## config.mk

```make
export PLATFORM = sky130hd
export DESIGN_NAME = mpq_ram
export DESIGN_NICKNAME = d
export VERILOG_FILES = /design/src/hdl/mpq_ram.sv
export SDC_FILE = /design/constraint.sdc
export NUM_CORES = 1
export LEC_CHECK = 0
export BUFFER_PORTS_ARGS = -buffer_cell sky130_fd_sc_hd__buf_2
export CAP_MARGIN = 5
export CORE_MARGIN = 1
export CORE_UTILIZATION = 60
export DETAILED_ROUTE_END_ITERATION = 8
export HOLD_SLACK_MARGIN = 0.1
export PLACE_DENSITY = 0.78
export SLEW_MARGIN = 20
export SYNTH_ARGS = -nofsm -noshare
export SYNTH_HDL_FRONTEND = slang
export SYNTH_SLANG_ARGS = --single-unit
```

## constraint.sdc

```tcl
create_clock -name clk -period 1.9 [get_ports clk]
set_clock_uncertainty 0.05 [all_clocks]
set_input_delay 0.095 -clock clk [delete_from_list [all_inputs] [get_ports clk]]
set_output_delay 0.095 -clock clk [all_outputs]
set_load 0.05 [all_outputs]
```

## src/hdl/mpq_ram.sv

```systemverilog
module mpq_ram #(
	parameter int Width = 8,
	parameter int Depth = 16
) (
	input  logic                     clk,
	input  logic                     we,
	input  logic [$clog2(Depth)-1:0] waddr,
	input  logic [Width-1:0]         wdata,
	input  logic [$clog2(Depth)-1:0] raddr,
	output logic [Width-1:0]         rdata
);
	logic [Width-1:0] mem [Depth];

	always_ff @(posedge clk) begin
		if (we) begin
			mem[waddr] <= wdata;
		end
		rdata <= mem[raddr];
	end
endmodule

```

==> impl_metrics.ini <==
[routing]
vias_per_cell = 6.08
routed_wl_um = 9640
routedWlPerCell_um = 23.2
drc = 0
ant_nets = 0
drt_iter0_markers = 199
via_count = 2525
firstDrtPassIters = 4

[synth]
synthTopCellsByArea = edfxtp_1 75%, mux4_2 7.9%, mux4_1 7.1%
yosysMostFrequentCell = edfxtp_1
synth_top_cell_area_share_pct = 74.7
synthTopCellsByCount = 128 x edfxtp_1, 18 x mux4_2, 16 x a22oi_1, 14 x mux4_1, 13 x nor2_1
seq_area_frac_synth_pct = 77.8
synth.area.mux_share_pct = 15.0
synth_simple_gate_area_share_pct = 3.18
synth_edf_count = 128
ys.flop_type = edfxtp_1
synth_compound_area_share_pct = 2.33
synth_cell_types = 19
ys_async_sr_fraction_pct = 0
syn_area_um2 = 5150
synth_fa_ha_area_share_pct = 0
synthCells = 229
synthXorXnorAreaFrac_pct = 0
synth_fp_nets = 247
synth-seq-cells = 136
synth_top_family_by_area = multiplexers
syn_avg_cell_area_um2 = 22.5
synth_largest_area_cell = edfxtp_1
ys.warnings.count = 0

[layout]
fin_util_pct = 75.4
multi_input_area_um2 = 1060
nets = 315
fin_area_um2 = 6230
fill_cells = 451
antennaDiodeCount = 0
area_delta_synth_final_pct = 21.0
register_area_um2 = 4000
stdcell_count = 415
drive_gt1_share_pct = 31.0

[power]
leakage_nw = 2.16
ir_worst_vdd_mv = 0.687
power_density_nw_per_um2 = 1120
finalPower_mw = 6.97

[floorplanning]
die-width_um = 94.6
core_area_um2 = 8260
io_pins = 26
initial_core_util_pct = 62.3
die_area_um2 = 8950
rows = 33
die_y_um = 94.6

[sta]
whs_ns = 0.115
fmax_ghz = 0.649
rsz0062_at_grt = false
hold_violations = 0
tns_ns = 0
relSlewSlack_pct = 72.1
fin_crit_ns = 1.54
min_period_over_period_pct = 81.1
worst_pin_slew_ns = 0.418
setup_viol = 0
finalWorstSetupSlack_ns = 0.360
drv_slew = 0

[global_route]
grt_max_degree = 19
grt_pass1_wl_um = 14600
antenna_found_initial = 0
overflow = 0
grt.total_usage_pct = 24.5
grt_pass1_vias = 2583

[job]
maxCapViolCount = 0

[clock_network]
clk_latency_ns = 0.52
htreeDepth = 4
cts_tree = done
cts_sinks = 136
cts.clk_slew.worst_paths_ns = 0.06
cts_max_path_buffers = 2
postCtsSetupBuffers = 0
cts_buffers = 17
cts_root_buf = clkbuf_8

[worst_setup_path]
path_class = in -> reg
crit_path_cell_trace = dlygate4sd3_1 > buf_2 > nor3_1 > dlygate4sd3_1 > buf_4
cpMostUsedCell = dlygate4sd3_1
critical_path.max_stage_delay_ns = 0.56
critical_path_arrival_ns = 1.71
cp_max_fo = 8
crit_family = buffers and inverters
cp_data_required_time_ns = 2.07
setup.worst_path.start_class = primary input
cp-end-kind = flop
cp-startpoint = waddr[1]
timing.rr.start = mem[1][5]$_DFFE_PP_
crit_buf_inv = 4
crit_slowest_cell = dlygate4sd3_1

[place]
place_congestion = 0.833
dp_slack_ns = 0.245
placedInstanceArea_um2 = 5520
dp.cells = 371
hpwl_um = 5890
port-buffer-count = 25

[run_status]
status = complete, no violations

[worst_hold_path]
hold_start = raddr[2]
hp-class = in -> reg
[registers in the layout, indices dropped and copies added (netlist names)]
register and count:
mem 128, rdata 8
[layout by cell type (no fill, tap or decap)]
master / n
bufinv_16: 3
clkinv_4: 2
nand3b_1: 2
dfxtp_1: 8
nand2_1: 9
and2b_1: 1
clkbuf_1: 2
mux4_1: 14
clkbuf_16: 16
clkbuf_8: 2
dlygate4sd3_1: 12
nor3_1: 4
a22oi_1: 16
nand3_1: 1
or3b_2: 1
buf_4: 19
edfxtp_1: 128
buf_12: 3
nand2b_1: 2
inv_6: 1
clkinvlp_4: 2
and2_1: 1
buf_2: 25
nor2_1: 13
nor2b_1: 1
mux4_2: 18
clkinv_2: 4
[routing by layer]
layer	up-vias	part of all wire [%]	GRT usage, %
met5	-	0	0
met1	1283	40	33.0
met3	15	7.6	7.57
li1	1108	-	-
met4	0	1.2	10.4
met2	119	51	37.6
[repair_timing]
| item | in CTS | in global routing |
|---|---|---|
| gates resized for setup | 0 | 0 |
| endpoints found under the hold margin | 152 | 0 |
| hold buffers | 12 | 0 |
[cells by family after synthesis]
family	after synthesis
flops	136
simple gates	35
mux	32
compound gates	16
buf+inv	10
[worst min-delay path: stages]
cell     delay, ns
buf_2         0.12
nor2b_1       0.10
buf_4         0.18
a22oi_1       0.10
nand2_1       0.05
[where the power goes]
| group | leakage (nW) | total, mW | internal, mW | switching, mW |
|---|---|---|---|---|
| Clock | 0.285 | 3.19 | 2.03 | 1.16 |
| Sequential | 1.22 | 3.38 | 3.36 | 0.0208 |
| Combinational | 0.653 | 0.401 | 0.157 | 0.244 |
| Total | 2.16 | 6.97 | 5.54 | 1.43 |
[layout make-up]
type,count,share of cell area [%]
Timing Repair Buffer,59,7.19
Tap cell,105,2.11
Sequential cell,136,64.3
Clock buffer,20,6.99
Multi-Input combinational cell,83,17.0
Clock inverter,12,2.43
[final timing paths]
path	end	slack [ns]	cells past startpoint
worst max register to register	rdata[5]$_DFF_P_	0.46	3
worst max-delay path	mem[4][1]$_DFFE_PP_	0.36	5
worst min-delay path	rdata[5]$_DFF_P_	0.12	5
worst min register to register	rdata[5]$_DFF_P_	0.62	3
Power figures use the tool's default switching activity.
